`config.mk`:
```
export PLATFORM = sky130hd
export DESIGN_NAME = lru_login_lockout_table
export DESIGN_NICKNAME = d
export VERILOG_FILES = /design/src/hdl/lllt_pkg.sv /design/src/hdl/lru_login_lockout_table.sv /design/src/hdl/lllt_table.sv
export SDC_FILE = /design/constraint.sdc
export NUM_CORES = 1
export LEC_CHECK = 0
export BUFFER_PORTS_ARGS = -buffer_cell sky130_fd_sc_hd__buf_2
export CAP_MARGIN = 10
export CORE_ASPECT_RATIO = 1.25
export CORE_MARGIN = 2
export CORE_UTILIZATION = 40
export CTS_BUF_LIST = sky130_fd_sc_hd__clkbuf_8
export DETAILED_ROUTE_END_ITERATION = 6
export PLACE_DENSITY_LB_ADDON = 0.2
export SLEW_MARGIN = 20
export SYNTH_ARGS = -nofsm -noshare
export SYNTH_HDL_FRONTEND = slang
export SYNTH_SLANG_ARGS = --single-unit
```
`constraint.sdc`:
```
create_clock -name i_clk -period 8.15 [get_ports i_clk]
set_input_delay 1.2225 -clock i_clk [delete_from_list [all_inputs] [get_ports i_clk]]
set_output_delay 1.2225 -clock i_clk [all_outputs]
set_load 0.01 [all_outputs]
```
`src/hdl/lllt_pkg.sv`:
```
`default_nettype none

package lllt_pkg;

    // request codes
    localparam logic [1:0] CMD_CHECK = 2'd0;
    localparam logic [1:0] CMD_INC   = 2'd1;
    localparam logic [1:0] CMD_CLEAR = 2'd2;

    // verdict codes
    localparam logic [1:0] VERDICT_OK    = 2'd0;
    localparam logic [1:0] VERDICT_LONG  = 2'd1;
    localparam logic [1:0] VERDICT_SHORT = 2'd2;

    // configuration register indexes
    localparam int CFG_IDX_W = 3;
    localparam int CFG_DATA_W = 16;
    localparam logic [CFG_IDX_W-1:0] CFG_SHORT_EN   = 3'd0;
    localparam logic [CFG_IDX_W-1:0] CFG_FREEZE     = 3'd1;
    localparam logic [CFG_IDX_W-1:0] CFG_THRESHOLD  = 3'd2;
    localparam logic [CFG_IDX_W-1:0] CFG_LONG_SECS  = 3'd3;
    localparam logic [CFG_IDX_W-1:0] CFG_SHORT_SECS = 3'd4;

    // configuration reset values and count limit
    localparam logic [7:0]  RST_THRESHOLD  = 8'd3;
    localparam logic [15:0] RST_LONG_SECS  = 16'd900;
    localparam logic [7:0]  RST_SHORT_SECS = 8'd15;
    localparam logic [7:0]  COUNT_MAX      = 8'd255;

    typedef struct packed {
        logic [1:0]  cmd;
        logic [31:0] client_ip;
        logic [63:0] account_key;
        logic [31:0] now_seconds;
    } t_req;

    typedef struct packed {
        logic [1:0] verdict;
        logic       hit;
    } t_rsp;

    typedef struct packed {
        logic        short_lock_enable;
        logic        count_freeze;
        logic [7:0]  error_threshold;
        logic [15:0] long_lock_seconds;
        logic [7:0]  short_lock_seconds;
    } t_cfg;

endpackage

`default_nettype wire

```
`src/hdl/lru_login_lockout_table.sv`:
```
// Failed-login lockout table with least-recently-used replacement. A check
// request looks up the client IP and account key across TABLE_ENTRIES entries
// held in flip-flops, all compared in parallel; it reports whether the entry
// was found and whether a long or short lock is active, and a miss takes over
// a free entry or the least recent one. Increment and clear requests act on
// the most recent entry. One request is taken every clock cycle while the
// input register is not stalled; each one is held in the input register,
// the lookup runs while it is held there, and the table update and the
// load of its result into the output register happen together when it
// moves on. A stalled result holds the request behind it in the input
// register. The table update between those two registers sets the cycle
// time. Configuration registers are written through a plain write port.
`default_nettype none

module lru_login_lockout_table
    import lllt_pkg::*;
#(
    parameter int TABLE_ENTRIES = 3
) (
    input  wire logic                  i_clk,
    input  wire logic                  i_rst_n,
    // request channel
    input  wire logic                  i_in_valid,
    output logic                       o_in_stall,
    input  wire t_req                  i_in_data,
    // result channel
    output logic                       o_out_valid,
    input  wire logic                  i_out_stall,
    output t_rsp                       o_out_data,
    // configuration write port
    input  wire logic                  i_cfg_we,
    input  wire logic [CFG_IDX_W-1:0]  i_cfg_index,
    input  wire logic [CFG_DATA_W-1:0] i_cfg_data
);

    t_cfg r_cfg;
    logic r_in_valid;
    t_req r_in;
    logic r_out_valid;
    t_rsp r_out;
    t_rsp rsp;
    logic out_free;
    logic advance;
    logic accept;

    // configuration registers
    always_ff @(posedge i_clk) begin
        if (!i_rst_n) begin
            r_cfg.short_lock_enable  <= 1'b1;
            r_cfg.count_freeze       <= 1'b0;
            r_cfg.error_threshold    <= RST_THRESHOLD;
            r_cfg.long_lock_seconds  <= RST_LONG_SECS;
            r_cfg.short_lock_seconds <= RST_SHORT_SECS;
        end else if (i_cfg_we) begin
            unique case (i_cfg_index)
                CFG_SHORT_EN:   r_cfg.short_lock_enable  <= i_cfg_data[0];
                CFG_FREEZE:     r_cfg.count_freeze       <= i_cfg_data[0];
                CFG_THRESHOLD:  r_cfg.error_threshold    <= i_cfg_data[7:0];
                CFG_LONG_SECS:  r_cfg.long_lock_seconds  <= i_cfg_data[15:0];
                CFG_SHORT_SECS: r_cfg.short_lock_seconds <= i_cfg_data[7:0];
                default: begin
                end
            endcase
        end
    end

    // handshake: a held request moves on when the output register is free
    assign out_free   = !r_out_valid || !i_out_stall;
    assign advance    = r_in_valid && out_free;
    assign o_in_stall = r_in_valid && !out_free;
    assign accept     = i_in_valid && !o_in_stall;

    // input register
    always_ff @(posedge i_clk) begin
        if (!i_rst_n) begin
            r_in_valid <= 1'b0;
        end else if (accept) begin
            r_in_valid <= 1'b1;
        end else if (advance) begin
            r_in_valid <= 1'b0;
        end
    end

    always_ff @(posedge i_clk) begin
        if (accept) begin
            r_in <= i_in_data;
        end
    end

    // lookup and update
    lllt_table #(
        .TABLE_ENTRIES(TABLE_ENTRIES)
    ) u_table (
        .i_clk      (i_clk),
        .i_rst_n    (i_rst_n),
        .i_cfg      (r_cfg),
        .i_req_valid(advance),
        .i_req      (r_in),
        .o_rsp      (rsp)
    );

    // output register
    always_ff @(posedge i_clk) begin
        if (!i_rst_n) begin
            r_out_valid <= 1'b0;
        end else if (out_free) begin
            r_out_valid <= r_in_valid;
        end
    end

    always_ff @(posedge i_clk) begin
        if (advance) begin
            r_out <= rsp;
        end
    end

    assign o_out_valid = r_out_valid;
    assign o_out_data  = r_out;

endmodule

`default_nettype wire

```
`src/hdl/lllt_table.sv`:
```
`default_nettype none

module lllt_table
    import lllt_pkg::*;
#(
    parameter int TABLE_ENTRIES = 3
) (
    input  wire logic i_clk,
    input  wire logic i_rst_n,
    input  wire t_cfg i_cfg,
    input  wire logic i_req_valid,
    input  wire t_req i_req,
    output t_rsp      o_rsp
);

    localparam int IdxW  = (TABLE_ENTRIES > 1) ? $clog2(TABLE_ENTRIES) : 1;
    localparam int RankW = IdxW;
    localparam logic [RankW-1:0] RankLast = RankW'(TABLE_ENTRIES - 1);

    // entry storage
    logic [TABLE_ENTRIES-1:0] r_valid;
    logic [RankW-1:0]         r_rank  [TABLE_ENTRIES];
    logic [7:0]               r_count [TABLE_ENTRIES];
    logic [31:0]              r_ip    [TABLE_ENTRIES];
    logic [63:0]              r_acct  [TABLE_ENTRIES];
    logic [31:0]              r_time  [TABLE_ENTRIES];

    logic [TABLE_ENTRIES-1:0] match;
    logic [TABLE_ENTRIES-1:0] bump;
    logic                     hit;
    logic [IdxW-1:0]          sel_idx;
    logic                     free_any;
    logic [IdxW-1:0]          free_idx;
    logic [IdxW-1:0]          old_idx;
    logic                     front_any;
    logic [IdxW-1:0]          front_idx;
    logic [IdxW-1:0]          ins_idx;
    logic [RankW-1:0]         sel_rank;
    logic [7:0]               sel_count;
    logic [32:0]              age;
    logic                     age_neg;
    logic                     in_long;
    logic                     in_short;
    logic [1:0]               verdict;

    // parallel compare and priority picks
    always_comb begin
        hit       = 1'b0;
        sel_idx   = '0;
        free_any  = 1'b0;
        free_idx  = '0;
        old_idx   = '0;
        front_any = 1'b0;
        front_idx = '0;
        for (int i = 0; i < TABLE_ENTRIES; i++) begin
            match[i] = r_valid[i] && (r_ip[i] == i_req.client_ip)
                       && (r_acct[i] == i_req.account_key);
            if (!hit && match[i]) begin
                hit     = 1'b1;
                sel_idx = IdxW'(i);
            end
            if (!free_any && !r_valid[i]) begin
                free_any = 1'b1;
                free_idx = IdxW'(i);
            end
            if (r_valid[i] && r_rank[i] == RankLast) begin
                old_idx = IdxW'(i);
            end
            if (!front_any && r_valid[i] && r_rank[i] == '0) begin
                front_any = 1'b1;
                front_idx = IdxW'(i);
            end
        end
    end

    assign ins_idx   = free_any ? free_idx : old_idx;
    assign sel_rank  = r_rank[sel_idx];
    assign sel_count = r_count[sel_idx];

    // entries that move back one place in recency order
    always_comb begin
        for (int i = 0; i < TABLE_ENTRIES; i++) begin
            if (hit) begin
                bump[i] = r_valid[i] && (IdxW'(i) != sel_idx) && (r_rank[i] < sel_rank);
            end else begin
                bump[i] = r_valid[i] && (IdxW'(i) != ins_idx);
            end
        end
    end

    // lock windows, a negative age is inside any window
    assign age      = {1'b0, i_req.now_seconds} - {1'b0, r_time[sel_idx]};
    assign age_neg  = age[32];
    assign in_long  = age_neg || (age[31:0] <= {16'd0, i_cfg.long_lock_seconds});
    assign in_short = age_neg || (age[31:0] <= {24'd0, i_cfg.short_lock_seconds});

    always_comb begin
        verdict = VERDICT_OK;
        if (hit) begin
            if (sel_count >= i_cfg.error_threshold) begin
                if (in_long) begin
                    verdict = VERDICT_LONG;
                end
            end else if (sel_count != 8'd0 && i_cfg.short_lock_enable) begin
                if (in_short) begin
                    verdict = VERDICT_SHORT;
                end
            end
        end
    end

    // result for the request
    always_comb begin
        o_rsp = '0;
        if (i_req.cmd == CMD_CHECK) begin
            o_rsp.verdict = verdict;
            o_rsp.hit     = hit;
        end
    end

    // control state: valid, recency and counts
    always_ff @(posedge i_clk) begin
        if (!i_rst_n) begin
            r_valid <= '0;
            for (int i = 0; i < TABLE_ENTRIES; i++) begin
                r_rank[i]  <= '0;
                r_count[i] <= '0;
            end
        end else if (i_req_valid) begin
            unique case (i_req.cmd)
                CMD_CHECK: begin
                    for (int i = 0; i < TABLE_ENTRIES; i++) begin
                        if (bump[i]) begin
                            r_rank[i] <= r_rank[i] + 1'b1;
                        end
                    end
                    if (hit) begin
                        r_rank[sel_idx] <= '0;
                    end else begin
                        r_valid[ins_idx] <= 1'b1;
                        r_rank[ins_idx]  <= '0;
                        r_count[ins_idx] <= '0;
                    end
                end
                CMD_INC: begin
                    if (!i_cfg.count_freeze && front_any
                        && r_count[front_idx] != COUNT_MAX) begin
                        r_count[front_idx] <= r_count[front_idx] + 8'd1;
                    end
                end
                CMD_CLEAR: begin
                    if (front_any) begin
                        r_count[front_idx] <= '0;
                    end
                end
                default: begin
                end
            endcase
        end
    end

    // payload storage, written on fill and on time stamps
    always_ff @(posedge i_clk) begin
        if (i_req_valid) begin
            unique case (i_req.cmd)
                CMD_CHECK: begin
                    if (!hit) begin
                        r_ip[ins_idx]   <= i_req.client_ip;
                        r_acct[ins_idx] <= i_req.account_key;
                        r_time[ins_idx] <= i_req.now_seconds;
                    end
                end
                CMD_INC: begin
                    if (!i_cfg.count_freeze && front_any) begin
                        r_time[front_idx] <= i_req.now_seconds;
                    end
                end
                CMD_CLEAR: begin
                    if (front_any) begin
                        r_time[front_idx] <= i_req.now_seconds;
                    end
                end
                default: begin
                end
            endcase
        end
    end

endmodule

`default_nettype wire
```
==> flow_summary_export.csv <==
group,metric,value,unit
clock_network,cts_setup_buffers,0,
synthesis,synth_fp_nets,2343,
synthesis,synth_area,0.02702,sq mm
floorplanning,num_rows,106,
global_routing,grt_max_degree,63,
worst_setup_path,r2r_slack,530,ps
synthesis,async_reset_ff_share,0,%
synthesis,synth-warning-count,0,
detailed_routing,routed_wl,83830,um
finish,layout-drive-gt1-share,13.75,%
detailed_routing,first_iter_violations,1447,
floorplanning,fp.dieW,236.5,um
clock_network,postCtsHoldBufs,0,
floorplanning,ios,159,
clock_network,h-tree-depth,3,
detailed_routing,vias,17950,
floorplanning,core,0.06684,sq mm
sta,maxSlewViolCount,0,
sta,grt_setup_unrepaired,"false",
sta,hold_viol_final,0,
sta,max-slew-margin-rel,30.00,%
clock_network,cts_buffer_depth,3,
global_routing,gr-usage-all-layers,23.97,%
synthesis,ys.flop_type,"edfxtp_1",
place,pre_cts_ws,662.2,ps
synthesis,postSynthCellCount,2115,
pwr,power.density,206.0,mW/mm^2
sta,fin_crit_sh,93.53,%
worst_setup_path,arrival,8150,ps
run_status,outcome,"completed",
synthesis,synth-seq-cells,586,
min_path,hp-class,"flip-flop to flip-flop",
worst_setup_path,startpoint_type,"flip-flop",
detailed_routing,wl_per_cell,25.38,um
global_routing,antenna_found_initial,1,
min_path,min_path_cells,2,
detailed_routing,ant_nets,0,
finish,num-nets-final,2587,
place,dp_hpwl,63060,um
floorplanning,die-area,0.06966,sq mm
clock_network,cts_buffers,97,
detailed_routing,dr.pass1.iters,6,
sta,fin_ws,527.5,ps
worst_setup_path,r2r_cells,27,
finish,area_delta_synth_final,13.86,%
sta,max_freq,131.2,MHz
sta,fin_skew,58.26,ps
worst_setup_path,critical_path_class,"flip-flop to flip-flop",
global_routing,first_global_vias,18510,
synthesis,synth_edf_count,541,
clock_network,clk_pin_slew,60,ps
run,max_cap_violations,0,
global_routing,grt.overflow.total,0,
finish,final_common_cell,"edfxtp_1",
detailed_routing,drc_errors,0,
sta,setup_viol,0,
finish,n_fill_cell,6162,
synthesis,yosysUniqueCellTypes,76,
worst_setup_path,worst_ep_required_time,8680,ps
clock_network,cts_sinks,586,
pwr,p_leak,10.81,nW
clock_network,cts-root-buf,"clkbuf_8",
sta,tightest_slew,1050,ps
detailed_routing,avgViaCountPerCell,5.433,
sta,fin_tns_setup,0,ps
synthesis,seq_area_frac_synth,63.46,%
finish,final_cell_mix,"edfxtp_1, nand2b_1, nand2_1",
floorplanning,start_util,40.42,%
worst_setup_path,crit_fanout,14,
sta,min_period,7622,ps
floorplanning,die_h,294.6,um
clock_network,ctsResizeCount,0,
place,portBuffers,158,
worst_setup_path,cp-end-kind,"flip-flop",
clock_network,cts_tree,"built",
global_routing,grt_pass1_wl,121700,um
pwr,vdd_drop_max,0.0001415,V
clock_network,clk_latency,740,ps
place,gp_congestion,1.014,
synthesis,postSynthAreaPerCell,12.77,sq um
## layout make-up
class | count | area [sq um] | area share (%)
Clock buffer | 99 | 1363 | 4.429
Inverter | 119 | 446.7 | 1.452
Timing Repair Buffer | 191 | 1039 | 3.376
Antenna cell | 2 | 5.005 | 0.01627
Clock inverter | 78 | 410.4 | 1.334
Sequential cell | 586 | 17150 | 55.74
Multi-Input combinational cell | 1364 | 9271 | 30.14
Tap cell | 864 | 1081 | 3.514
## state kept, by name, summed over array words and instances, names as in the netlist
register and flops:
u_table.r_acct 192, r_in 130, u_table.r_ip 96, u_table.r_time 96
r_cfg 34, u_table.r_count 24, u_table.r_rank 6, o_out_data 3
u_table.r_valid 3, o_out_valid 1, r_in_valid 1
## critical path: stages (launching register included)
cell and delay [ps]:
edfxtp_1 530, xnor2_1 480, nor4b_1 810, nand4_1 320, nor4_1 640, and2_2 440, buf_4 350, mux2i_1 220
nand2_1 60, o21ai_0 70, ha_1 300, o21a_1 200, o31a_1 150, o21ai_0 280, o21bai_1 90, a21oi_1 190
xnor2_1 190, ha_1 300, a21o_1 170, a21o_1 170, a21o_1 170, a21o_1 170, a21o_1 180, a211o_1 300
o221ai_1 150, a21oi_1 80, o31a_1 240, nor3b_1 160
## kinds of logic after synthesis
group | Yosys count | synth area share, %
simple gates | 745 | 15.12
flops | 586 | 63.46
compound gates | 309 | 7.683
xor+xnor | 184 | 5.965
buf+inv | 165 | 2.371
fa+ha+maj | 74 | 3.455
mux | 52 | 1.950
## Yosys cell counts, types with 5 or more instances
library cell | count | area (sq um)
nand2_1 | 163 | 611.8
o211ai_1 | 14 | 105.1
nor3b_1 | 7 | 52.55
and4_1 | 8 | 70.07
nor3_1 | 21 | 105.1
nand4_1 | 127 | 794.5
dfxtp_1 | 45 | 900.9
a211oi_1 | 6 | 45.04
nand3_1 | 41 | 205.2
nor2_1 | 86 | 322.8
o21ai_0 | 60 | 300.3
o221ai_1 | 8 | 70.07
xnor2_1 | 159 | 1393
clkbuf_1 | 31 | 116.4
nor2b_1 | 23 | 143.9
nor4_1 | 44 | 275.3
a22o_1 | 5 | 43.79
mux2i_1 | 47 | 470.5
o31ai_1 | 5 | 37.54
o22ai_1 | 21 | 131.4
o21a_1 | 15 | 112.6
or4_1 | 8 | 60.06
o2111ai_1 | 16 | 140.1
ha_1 | 73 | 913.4
edfxtp_1 | 541 | 16250
and3_1 | 13 | 81.33
buf_2 | 5 | 25.02
buf_1 | 8 | 30.03
o2bb2ai_1 | 10 | 87.58
a21o_1 | 26 | 195.2
or2_2 | 5 | 31.28
nand2b_1 | 169 | 1057
inv_1 | 117 | 439.2
a2111o_1 | 5 | 56.30
a31oi_1 | 7 | 43.79
a21oi_1 | 76 | 380.4
a2111oi_0 | 5 | 43.79
xor2_1 | 25 | 219.0
## power breakdown
group | switching [mW] | internal (mW)
registers | 0.0863 | 3.36
clock network | 1.20 | 1.22
logic | 0.293 | 0.177
total | 1.58 | 4.76
## final timing paths
path                    to       from
min              r_cfg[26]  r_cfg[26]
max          o_out_data[1]   r_in[38]
min reg2reg      r_cfg[26]  r_cfg[26]
max reg2reg  o_out_data[1]   r_in[38]
## metrics by stage
step | util (%) | cells | cell area (sq um) | power, mW | hold slack (ps)
after floorplan | - | 2115 | 27020 | 3.750 | 431.3
after global placement | 43.36 | 3124 | 28980 | 3.972 | 445.0
after detailed placement | 43.36 | 3124 | 28980 | 3.975 | 449.5
after CTS | 46.01 | 3301 | 30760 | 6.408 | 458.6
after global routing | 46.02 | 3302 | 30760 | 6.577 | 475.5
final | 46.02 | 3303 | 30760 | 6.337 | 459.7
## layer usage
| layer | global-route usage (%) | part of all wire [%] |
|---|---|---|
| met1 | 25.69 | 37 |
| met2 | 44.15 | 52 |
| met3 | 3.625 | 4.6 |
| met5 | 0 | 0 |
| met4 | 15.02 | 6.5 |
Power figures use the tool's default switching activity.
